File: src/rtl/spq_pkg.sv
// ----------------------------------------------------------------------------
// spq_pkg: shared types and constants for the sorted priority queue
// Holds the entry widths, queue depth, operation and status codes, and the
// control word that is broadcast to every cell of the chain.
// ----------------------------------------------------------------------------
`timescale 1ns / 1ps
`default_nettype none

package spq_pkg;

    localparam int DEPTH  = 128;
    localparam int TAG_W  = 16;
    localparam int PRIO_W = 16;
    localparam int CNT_W  = $clog2(DEPTH + 1);

    localparam int KIND_W   = 1;
    localparam int STATUS_W = 2;
    localparam int OCC_W    = 8;

    localparam logic [KIND_W-1:0] KIND_ENQ = 1'b0;
    localparam logic [KIND_W-1:0] KIND_DEQ = 1'b1;

    localparam logic [STATUS_W-1:0] ST_OK    = 2'd0;
    localparam logic [STATUS_W-1:0] ST_FULL  = 2'd1;
    localparam logic [STATUS_W-1:0] ST_EMPTY = 2'd2;

    typedef logic [TAG_W-1:0]         tag_t;
    typedef logic signed [PRIO_W-1:0] prio_t;
    typedef logic [CNT_W-1:0]         cnt_t;

    // Operation broadcast to all cells in the cycle it is applied.
    typedef struct packed {
        logic  enq;
        logic  deq;
        tag_t  tag;
        prio_t prio;
    } spq_ctrl_t;

endpackage

`default_nettype wire

File: src/rtl/spq_cell.sv
// ----------------------------------------------------------------------------
// spq_cell: one storage slot of the sorted priority queue
// Holds a single entry. On an insert it keeps its entry, takes the new one or
// takes its left neighbour's; on a removal it takes its right neighbour's.
// ----------------------------------------------------------------------------
`timescale 1ns / 1ps
`default_nettype none

module spq_cell (
    input  wire                    clk,
    input  wire spq_pkg::spq_ctrl_t ctrl,
    input  wire                    occupied,
    input  wire                    left_keep,
    input  wire spq_pkg::tag_t     left_tag,
    input  wire spq_pkg::prio_t    left_prio,
    input  wire spq_pkg::tag_t     right_tag,
    input  wire spq_pkg::prio_t    right_prio,
    output spq_pkg::tag_t          tag,
    output spq_pkg::prio_t         prio,
    output logic                   keep
);
    import spq_pkg::*;

    tag_t  tag_reg;
    prio_t prio_reg;
    tag_t  tag_next;
    prio_t prio_next;

    // An occupied slot whose priority is at least the new one stays in front
    // of the new entry, which keeps equal priorities in arrival order.
    assign keep = occupied && (prio_reg >= ctrl.prio);

    always_comb
    begin
        tag_next  = tag_reg;
        prio_next = prio_reg;
        if (ctrl.enq)
        begin
            if (!keep)
            begin
                if (left_keep)
                begin
                    tag_next  = ctrl.tag;
                    prio_next = ctrl.prio;
                end
                else
                begin
                    tag_next  = left_tag;
                    prio_next = left_prio;
                end
            end
        end
        else if (ctrl.deq)
        begin
            tag_next  = right_tag;
            prio_next = right_prio;
        end
    end

    always_ff @(posedge clk)
    begin
        tag_reg  <= tag_next;
        prio_reg <= prio_next;
    end

    assign tag  = tag_reg;
    assign prio = prio_reg;

endmodule

`default_nettype wire

File: config.mk
export PLATFORM = sky130hd
export DESIGN_NAME = spq_cell
export DESIGN_NICKNAME = d
export VERILOG_FILES = /design/src/rtl/spq_pkg.sv /design/src/rtl/spq_cell.sv
export SDC_FILE = /design/constraint.sdc
export NUM_CORES = 1
export LEC_CHECK = 0
export BUFFER_PORTS_ARGS = -buffer_cell sky130_fd_sc_hd__buf_2
export CORE_MARGIN = 2
export CORE_UTILIZATION = 40
export CTS_BUF_LIST = sky130_fd_sc_hd__clkbuf_8
export CTS_CLUSTER_SIZE = 12
export DETAILED_ROUTE_END_ITERATION = 10
export PLACE_DENSITY_LB_ADDON = 0.25
export RECOVER_POWER = 100
export SETUP_SLACK_MARGIN = 0.4
export SLEW_MARGIN = 20
export SYNTH_ARGS = -nofsm -noshare
export SYNTH_HDL_FRONTEND = slang
export SYNTH_SLANG_ARGS = --single-unit
export TNS_END_PERCENT = 50
File: constraint.sdc
create_clock -name clk -period 7.1 [get_ports clk]
set_input_delay 0.71 -clock clk [delete_from_list [all_inputs] [get_ports clk]]
set_output_delay 0.71 -clock clk [all_outputs]
set_load 0.1 [all_outputs]
==> results of run 1 <==
[where the power goes]
group	switching [W]	internal, W
combinational	0.000269	0.0000652
sequential	0.0000101	0.000245
clock	0.0000659	0.0000653
total	0.000345	0.000376
[synth_stat cells (2+ instances only)]
library cell / instances / area share [%]
nand2_1: 4 / 0.72
buf_2: 3 / 0.72
a21oi_1: 41 / 9.9
inv_1: 17 / 3.1
clkbuf_1: 8 / 1.4
ha_1: 16 / 9.7
mux2i_1: 32 / 15
o21ai_0: 2 / 0.48
nor2_1: 34 / 6.2
nand4_1: 3 / 0.90
edfxtp_1: 32 / 46
[area by class of cell]
| type | instances | area (um2) |
|---|---|---|
| fill | 480 | 2223 |
| multi-input combinational | 145 | 998.5 |
| sequential | 32 | 960.9 |
| timing repair buffer | 134 | 628.1 |
| tap | 70 | 87.58 |
| clock buffer | 5 | 68.82 |
| inverter | 17 | 63.81 |
| clock inverter | 3 | 11.26 |
[worst max-delay path by stage]
stage	start	endpoint	slack, ps	cells past startpoint
3_3_place_gp	ctrl[15]	keep	3760	8
5_1_grt	ctrl[15]	prio[7]	3030	8
4_1_cts	ctrl[15]	keep	3640	8
2_1_floorplan	prio[15]	prio[0]	2220	6
6_report	ctrl[15]	tag[3]	3260	8
3_5_place_dp	ctrl[15]	keep	3650	8
[worst max-delay path, delay by kind of cell]
kind                     cells  cell delay, ps
adder cells (fa/ha/maj)      1             390
buffers and inverters        3            1490
AND/OR/NAND/NOR              1             190
AO/OA/AOI/OAI                3             930
[cell families after synthesis]
logic type                 after synthesis
adders and majority gates               16
AOI/OAI and AO/OA                       50
buffers and inverters                   28
DFF                                     32
and+or+nand+nor                         47
muxes                                   32
[routing by layer]
| metal | vias to the layer above | wire, um | track usage [%] |
|---|---|---|---|
| met5 | - | 0 | 0 |
| met4 | 0 | 67 | 6.000 |
| met3 | 5 | 389 | 5.095 |
| met2 | 83 | 2540 | 32.59 |
| met1 | 865 | 2119 | 20.17 |
| li1 | 1004 | - | - |
[stage by stage]
step           area [um2]  utilization, %  std cells
4_1_cts              2888           57.27        406
3_3_place_gp         2808           55.68        398
5_1_grt              2819           55.91        406
3_5_place_dp         2808           55.68        398
6_report             2819           55.91        406
2_1_floorplan        2074               -        205
==> impl_metrics.env, run 1 <==
export IMPL_wirelength_mm=5.117
export IMPL_gr_total_overflow=0
export IMPL_ctsResizeCount=0
export IMPL_ys_types=24
export IMPL_final_cell_mix="97 x buf_2, 41 x a21oi_1, 36 x clkbuf_1"
export IMPL_numCtsBuffers=5
export IMPL_crit_arrival_ps=3710
export IMPL_layout_drive_gt1_share_pct=30.95
export IMPL_period_needed_ps=3835
export IMPL_io_buffers=133
export IMPL_skew_ps=7.188
export IMPL_yosysSeqAreaShare_pct=46.32
export IMPL_startpoint_type="primary input"
export IMPL_viasPerCell=4.820
export IMPL_synth_top_family_by_area="multiplexers"
export IMPL_area_growth_pct=35.89
export IMPL_path_class="primary input to flop"
export IMPL_pwr_density_cell_nw_per_um2=255.9
export IMPL_reg2reg_slack_ps=3400
export IMPL_worstHoldStart="right_tag[11]"
export IMPL_slowest_stage="clkbuf_1"
export IMPL_hold_ws_ps=742.2
export IMPL_grt_pass1_wl_mm=8.383
export IMPL_crit_chain="clkbuf_1, inv_1, ha_1, nand4_1, a2111o_1, a311o_1, o311ai_0, clkbuf_1"
export IMPL_synth_fa_ha_area_share_pct=9.650
export IMPL_finalSetupViolations=0
export IMPL_setup_slack_ps=3265
export IMPL_finalPower_w=0.0007214
export IMPL_rsz0062_at_grt="false"
export IMPL_cts_tree="built"
export IMPL_dpl_hpwl_mm=3.808
export IMPL_synth_edff_count=32
export IMPL_layout_nets=452
export IMPL_synthMuxAreaShare_pct=15.44
export IMPL_grt_max_degree=67
export IMPL_start_util_pct=41.14
export IMPL_drc=0
export IMPL_ys_ff_latch=32
export IMPL_violations="max-capacitance violations, max-slew violations"
export IMPL_wl_per_cell_um=12.60
export IMPL_cp_required_ps=6970
export IMPL_yosysWarningCount=0
export IMPL_yosys_area_share_simple_pct=10.01
export IMPL_diodes=0
export IMPL_cts_hold_buf=0
export IMPL_critical_path_max_fanout=32
export IMPL_ant_nets=0
export IMPL_hold_depth=3
export IMPL_synthCells=205
export IMPL_slew_headroom_pct=-59.85
export IMPL_synthesis_nets=322
export IMPL_reg2reg_from="prio[15]"
export IMPL_core_area_um2=5042
export IMPL_finalHoldViolCount=0
export IMPL_post_cts_setup_buffers=0
export IMPL_syn_area_um2=2074
export IMPL_clock_sinks=32
export IMPL_reg2reg_to="tag[3]"
export IMPL_drt_first_pass_iters=4
export IMPL_via_count=1957
export IMPL_clkTransAtPathRegs_ps=70
export IMPL_post_place_ws_ps=3646
export IMPL_max_freq_mhz=260.8
export IMPL_clk_path_buf_depth=2
export IMPL_ir_worst_vdd_v=0.0001170
export IMPL_io_pins=134
export IMPL_first_global_vias=1947
export IMPL_hold_path_class="primary input to flop"
export IMPL_worstHoldEndpoint="tag[11]"
export IMPL_avgSynthCellArea_um2=10.12
export IMPL_slew_violations=66
export IMPL_synth_xor_area_share_pct=0
export IMPL_end_kind="flop"
export IMPL_fin_crit_sh_pct=54.01
export IMPL_outcome="finished, violations left"
export IMPL_initialDrtViolationCount=57
export IMPL_cpPeakStageDelay_ps=1350
export IMPL_h_tree_depth=2
export IMPL_crit_top_cell="clkbuf_1"
export IMPL_fin_tns_setup_ps=0
export IMPL_dieArea_um2=5778
export IMPL_antenna_found_initial=0
export IMPL_p_leak_nw=1.357
export IMPL_async_reset_ff_share_pct=0
export IMPL_worst_slew_pin_slew_ps=2398
export IMPL_maxCapViolations=2
export IMPL_final_common_cell="buf_2"
export IMPL_clkLatencyLatePin_ps=280
export IMPL_grt_usage_pct=17.92
export IMPL_die_height_um=76.02
export IMPL_cts_root_buffer="clkbuf_8"
export IMPL_synth_ff_type="edfxtp_1"
export IMPL_gp_congestion=0.7473
export IMPL_reg2reg_depth=6
export IMPL_rows=26
export IMPL_synth_compound_area_share_pct=13.33
export IMPL_die_x_um=76.02
(Power assumes the default switching activity.)
==> run 2: changes to the inputs <==
==> constraint.sdc (replaced) <==
create_clock -name clk -period 3.5 [get_ports clk]
set_input_delay 0.35 -clock clk [delete_from_list [all_inputs] [get_ports clk]]
set_output_delay 0.35 -clock clk [all_outputs]
set_load 0.1 [all_outputs]
==> run 2 against run 1 <==
- the flow still finishes with violations (max-capacitance violations, max-slew violations)
- clock-buffer cell count unchanged
- largest cell class unchanged
- via count decreased by 0.97%
- clock skew decreased by 3.2 ps
==> impl_metrics.env, run 2 (synthesized netlist as in run 1, its figures left out) <==
export IMPL_via_count=1938
export IMPL_io_pins=134
export IMPL_die_x_um=76.02
export IMPL_worst_slew_pin_slew_ps=2206
export IMPL_pwr_density_cell_nw_per_um2=509.9
export IMPL_grt_pass1_wl_mm=8.231
export IMPL_clk_path_buf_depth=2
export IMPL_area_growth_pct=39.14
export IMPL_viasPerCell=4.773
export IMPL_slew_violations=33
export IMPL_fin_crit_sh_pct=84.41
export IMPL_fin_cells=406
export IMPL_post_cts_setup_buffers=0
export IMPL_io_buffers=133
export IMPL_outcome="finished, violations left"
export IMPL_comb_power_share_pct=47.1
export IMPL_diodes=0
export IMPL_numCtsBuffers=5
export IMPL_clkLatencyLatePin_ps=280
export IMPL_p_seq_share_pct=35.4
export IMPL_critical_path_max_fanout=32
export IMPL_ctsResizeCount=0
export IMPL_power_share_clock_pct=17.5
export IMPL_rows=26
export IMPL_initialDrtViolationCount=65
export IMPL_setup_slack_ps=545.6
export IMPL_gr_total_overflow=0
export IMPL_cp_required_ps=3410
export IMPL_place_inst=399
export IMPL_hold_path_class="primary input to flop"
export IMPL_startpoint_type="flop"
export IMPL_core_area_um2=5042
export IMPL_netSwitchingFraction_pct=47.59
export IMPL_cts_tree="built"
export IMPL_gp_congestion=0.8463
export IMPL_cts_root_buffer="clkbuf_8"
export IMPL_period_needed_ps=2954
export IMPL_start_util_pct=41.14
export IMPL_crit_arrival_ps=2860
export IMPL_post_place_ws_ps=767.8
export IMPL_max_freq_mhz=338.5
export IMPL_grt_max_degree=66
export IMPL_p_int_w=0.0007715
export IMPL_grt_usage_pct=17.80
export IMPL_dpl_hpwl_mm=4.044
export IMPL_clkTransAtPathRegs_ps=60
export IMPL_slew_headroom_pct=-47.06
export IMPL_finalHoldViolCount=0
export IMPL_rsz0062_at_grt="false"
export IMPL_drc=0
export IMPL_clock_sinks=32
export IMPL_fin_tns_setup_ps=0
export IMPL_layout_nets=453
export IMPL_h_tree_depth=2
export IMPL_first_global_vias=1852
export IMPL_drt_first_pass_iters=4
export IMPL_violations="max-capacitance violations, max-slew violations"
export IMPL_layout_drive_gt1_share_pct=34.23
export IMPL_antenna_found_initial=0
export IMPL_path_class="flop to flop"
export IMPL_end_kind="flop"
export IMPL_p_leak_nw=1.376
export IMPL_final_common_cell="buf_2"
export IMPL_p_switching_w=0.0007005
export IMPL_cts_hold_buf=0
export IMPL_final_cell_mix="99 x buf_2, 41 x a21oi_1, 34 x nor2_1"
export IMPL_maxCapViolations=1
export IMPL_dieArea_um2=5778
export IMPL_die_height_um=76.02
export IMPL_finalSetupViolations=0
export IMPL_wl_per_cell_um=12.54
export IMPL_ant_nets=0
export IMPL_ir_worst_vdd_v=0.0002630
export IMPL_skew_ps=3.941
export IMPL_wirelength_mm=5.093
## run 2: cell count changes in the layout (fill, tap and decap cells not counted)
cell and delta:
buf_2 +2, clkbuf_1 -3, clkbuf_2 +2, clkinv_1 -1
clkinv_2 +1, ha_1 -4, ha_4 +4, inv_1 -1
nand3_1 -1, nand3_2 +1, nand4_1 -1, nand4_2 +1
## run 2: cell type report
type                       instances  area, um2
multi-input combinational        145       1060
inverter                          17      63.81
clock buffer                       5      68.82
clock inverter                     2      8.758
fill                             483       2156
sequential                        32      960.9
timing repair buffer             135      636.9
tap                               70      87.58
## run 2: worst paths after layout
kind | endpoint | cells past startpoint | start | slack (ps)
hold / removal | prio[4] | 3 | right_prio[4] | 390
setup reg to reg | prio[11] | 7 | prio[1] | 550
setup / recovery | prio[11] | 7 | prio[1] | 550
hold reg to reg | prio[14] | 4 | prio[15] | 1630
## run 2: metal layers
| metal | up-vias | global-route usage [%] | wire (um) |
|---|---|---|---|
| met1 | 838 | 19.04 | 1967 |
| met5 | - | 0 | 0 |
| met4 | 0 | 7.273 | 112 |
| met3 | 12 | 6.280 | 452 |
| li1 | 1005 | - | - |
| met2 | 83 | 31.96 | 2561 |
## run 2: power by group through the flow
| stage | combinational (W) | clock, W | sequential, W |
|---|---|---|---|
| finish | 0.000693 | 0.000258 | 0.000521 |
| global route | 0.000737 | 0.000276 | 0.000528 |
| CTS | 0.000719 | 0.000267 | 0.000519 |
| detailed placement | 0.000717 | 0 | 0.000527 |
| global placement | 0.000709 | 0 | 0.000524 |
| floorplan | 0.000184 | 0 | 0.000908 |
## run 2: critical path: stages (launching register included)
cell and delay, ps:
edfxtp_1 400, ha_1 310, nor2b_1 120, o211ai_1 100, a2111o_1 470, a311o_1 370, o311ai_0 110, clkbuf_2 690
## run 2: per-stage QoR
stage	utilization [%]	cell area (um2)	hold WS (ps)	total power (W)
floorplan	-	2147	575.6	0.001092
global route	57.25	2887	394.0	0.001542
finish	57.25	2887	387.3	0.001472
CTS	58.46	2948	382.1	0.001506
global placement	56.92	2870	666.9	0.001233
detailed placement	56.92	2870	673.3	0.001244
==> run 3: changes to the inputs <==
==> constraint.sdc (replaced) <==
create_clock -name clk -period 3 [get_ports clk]
set_input_delay 0.3 -clock clk [delete_from_list [all_inputs] [get_ports clk]]
set_output_delay 0.3 -clock clk [all_outputs]
set_load 0.1 [all_outputs]
==> run 3 against run 2 <==
- the run still ends with max-capacitance violations, max-slew violations left
- wire length up 5.9%
- hold slack worse by 40 ps
- maximum frequency up 11%
- sequential share of layout area down 0.88 points
- utilization up 1.6 points
- critical path depth unchanged
- highest routed layer unchanged
==> impl_metrics.env, run 3 (synthesized netlist as in run 1, its figures left out) <==
export IMPL_clk_path_buf_depth=2
export IMPL_fin_crit_sh_pct=88.37
export IMPL_rsz0062_at_grt="false"
export IMPL_p_leak_nw=1.398
export IMPL_diodes=0
export IMPL_period_needed_ps=2651
export IMPL_post_place_ws_ps=246.6
export IMPL_hold_path_class="primary input to flop"
export IMPL_ant_nets=0
export IMPL_end_kind="flop"
export IMPL_final_cell_mix="99 x buf_2, 41 x a21oi_1, 34 x nor2_1, 34 x clkbuf_1"
export IMPL_max_freq_mhz=377.2
export IMPL_maxCapViolations=1
export IMPL_antenna_found_initial=0
export IMPL_finalPower_w=0.001755
export IMPL_wirelength_mm=5.395
export IMPL_die_height_um=76.02
export IMPL_setup_slack_ps=349.0
export IMPL_area_growth_pct=42.94
export IMPL_grt_usage_pct=18.34
export IMPL_gp_congestion=0.7291
export IMPL_path_class="flop to flop"
export IMPL_first_global_vias=1917
export IMPL_grt_max_degree=35
export IMPL_layout_nets=457
export IMPL_critical_path_max_fanout=6
export IMPL_start_util_pct=41.14
export IMPL_ir_worst_vdd_v=0.0003271
export IMPL_fillCellCount=462
export IMPL_initialDrtViolationCount=74
export IMPL_gr_total_overflow=0
export IMPL_layout_drive_gt1_share_pct=35.00
export IMPL_drc=0
export IMPL_viasPerCell=4.820
export IMPL_slew_violations=33
export IMPL_die_x_um=76.02
export IMPL_io_buffers=133
export IMPL_cts_root_buffer="clkbuf_8"
export IMPL_pwr_density_cell_nw_per_um2=591.7
export IMPL_cp_required_ps=2940
export IMPL_io_pins=134
export IMPL_clkTransAtPathRegs_ps=60
export IMPL_clkLatencyLatePin_ps=270
export IMPL_drt_first_pass_iters=4
export IMPL_dpl_hpwl_mm=4.363
export IMPL_via_count=1976
export IMPL_final_common_cell="buf_2"
export IMPL_finalHoldViolCount=0
export IMPL_h_tree_depth=2
export IMPL_core_area_um2=5042
export IMPL_final_util_pct=58.81
export IMPL_finalSetupViolations=0
export IMPL_violations="max-capacitance violations, max-slew violations"
export IMPL_cts_tree="built"
export IMPL_dieArea_um2=5778
export IMPL_slew_headroom_pct=-47.86
export IMPL_worst_slew_pin_slew_ps=2218
export IMPL_rows=26
export IMPL_grt_pass1_wl_mm=8.438
export IMPL_wl_per_cell_um=13.16
export IMPL_clock_sinks=32
export IMPL_outcome="finished, violations left"
export IMPL_startpoint_type="flop"
export IMPL_cts_hold_buf=0
export IMPL_numCtsBuffers=5
export IMPL_skew_ps=3.841
export IMPL_crit_arrival_ps=2590
[run 3: power breakdown]
group | internal [W] | total [W] | switching, W
Sequential | 0.000578 | 0.000606 | 0.0000287
Combinational | 0.000194 | 0.000851 | 0.000657
Clock | 0.000153 | 0.000297 | 0.000144
Total | 0.000925 | 0.00175 | 0.000830
[run 3: routing by layer]
layer	wire [um]	GRT usage [%]	vias to the layer above
met5	0	0	-
li1	-	-	1013
met4	45	5.455	0
met2	2795	34.20	84
met1	2104	19.74	875
met3	450	5.924	4
[run 3: final timing paths]
| check | from | endpoint | slack, ps | cells after the start |
|---|---|---|---|---|
| setup / recovery | prio[1] | tag[7] | 350 | 7 |
| setup reg to reg | prio[1] | tag[7] | 350 | 7 |
| hold reg to reg | prio[15] | prio[8] | 1210 | 4 |
| hold / removal | right_tag[7] | tag[7] | 350 | 3 |
[run 3: stage by stage]
step / setup TNS [ps] / hold slack [ps] / area [um2] / std cells
after floorplan: -5700 / 525.6 / 2147 / 205
after global placement: 0 / 611.5 / 2890 / 400
after detailed placement: 0 / 624.5 / 2890 / 400
after CTS: 0 / 337.5 / 2990 / 409
after global routing: 0 / 342.3 / 2965 / 410
final: 0 / 347.5 / 2965 / 410
[run 3: what timing repair did]
| item | CTS | global route |
|---|---|---|
| setup buffers | 2 | 1 |
| pin swaps | 1 | 6 |
| cloned | 0 | 0 |
| resized for setup | 2 | 6 |
| setup endpoints to repair | 19 | 31 |
[run 3: layout make-up]
type	instances	area [um2]	area share [%]
tap	70	87.58	2.954
clock inverter	2	7.507	0.2532
inverter	17	63.81	2.152
clock buffer	5	68.82	2.321
sequential	32	960.9	32.41
multi-input combinational	145	1084	36.54
timing repair buffer	139	693.2	23.38
[run 3: critical path: stages, from the launching register on]
cell and delay (ps):
edfxtp_1 400, ha_1 320, nor2b_1 150, o211ai_1 150, a2111o_1 440, a311o_1 410
o311ai_4 120, clkbuf_1 330
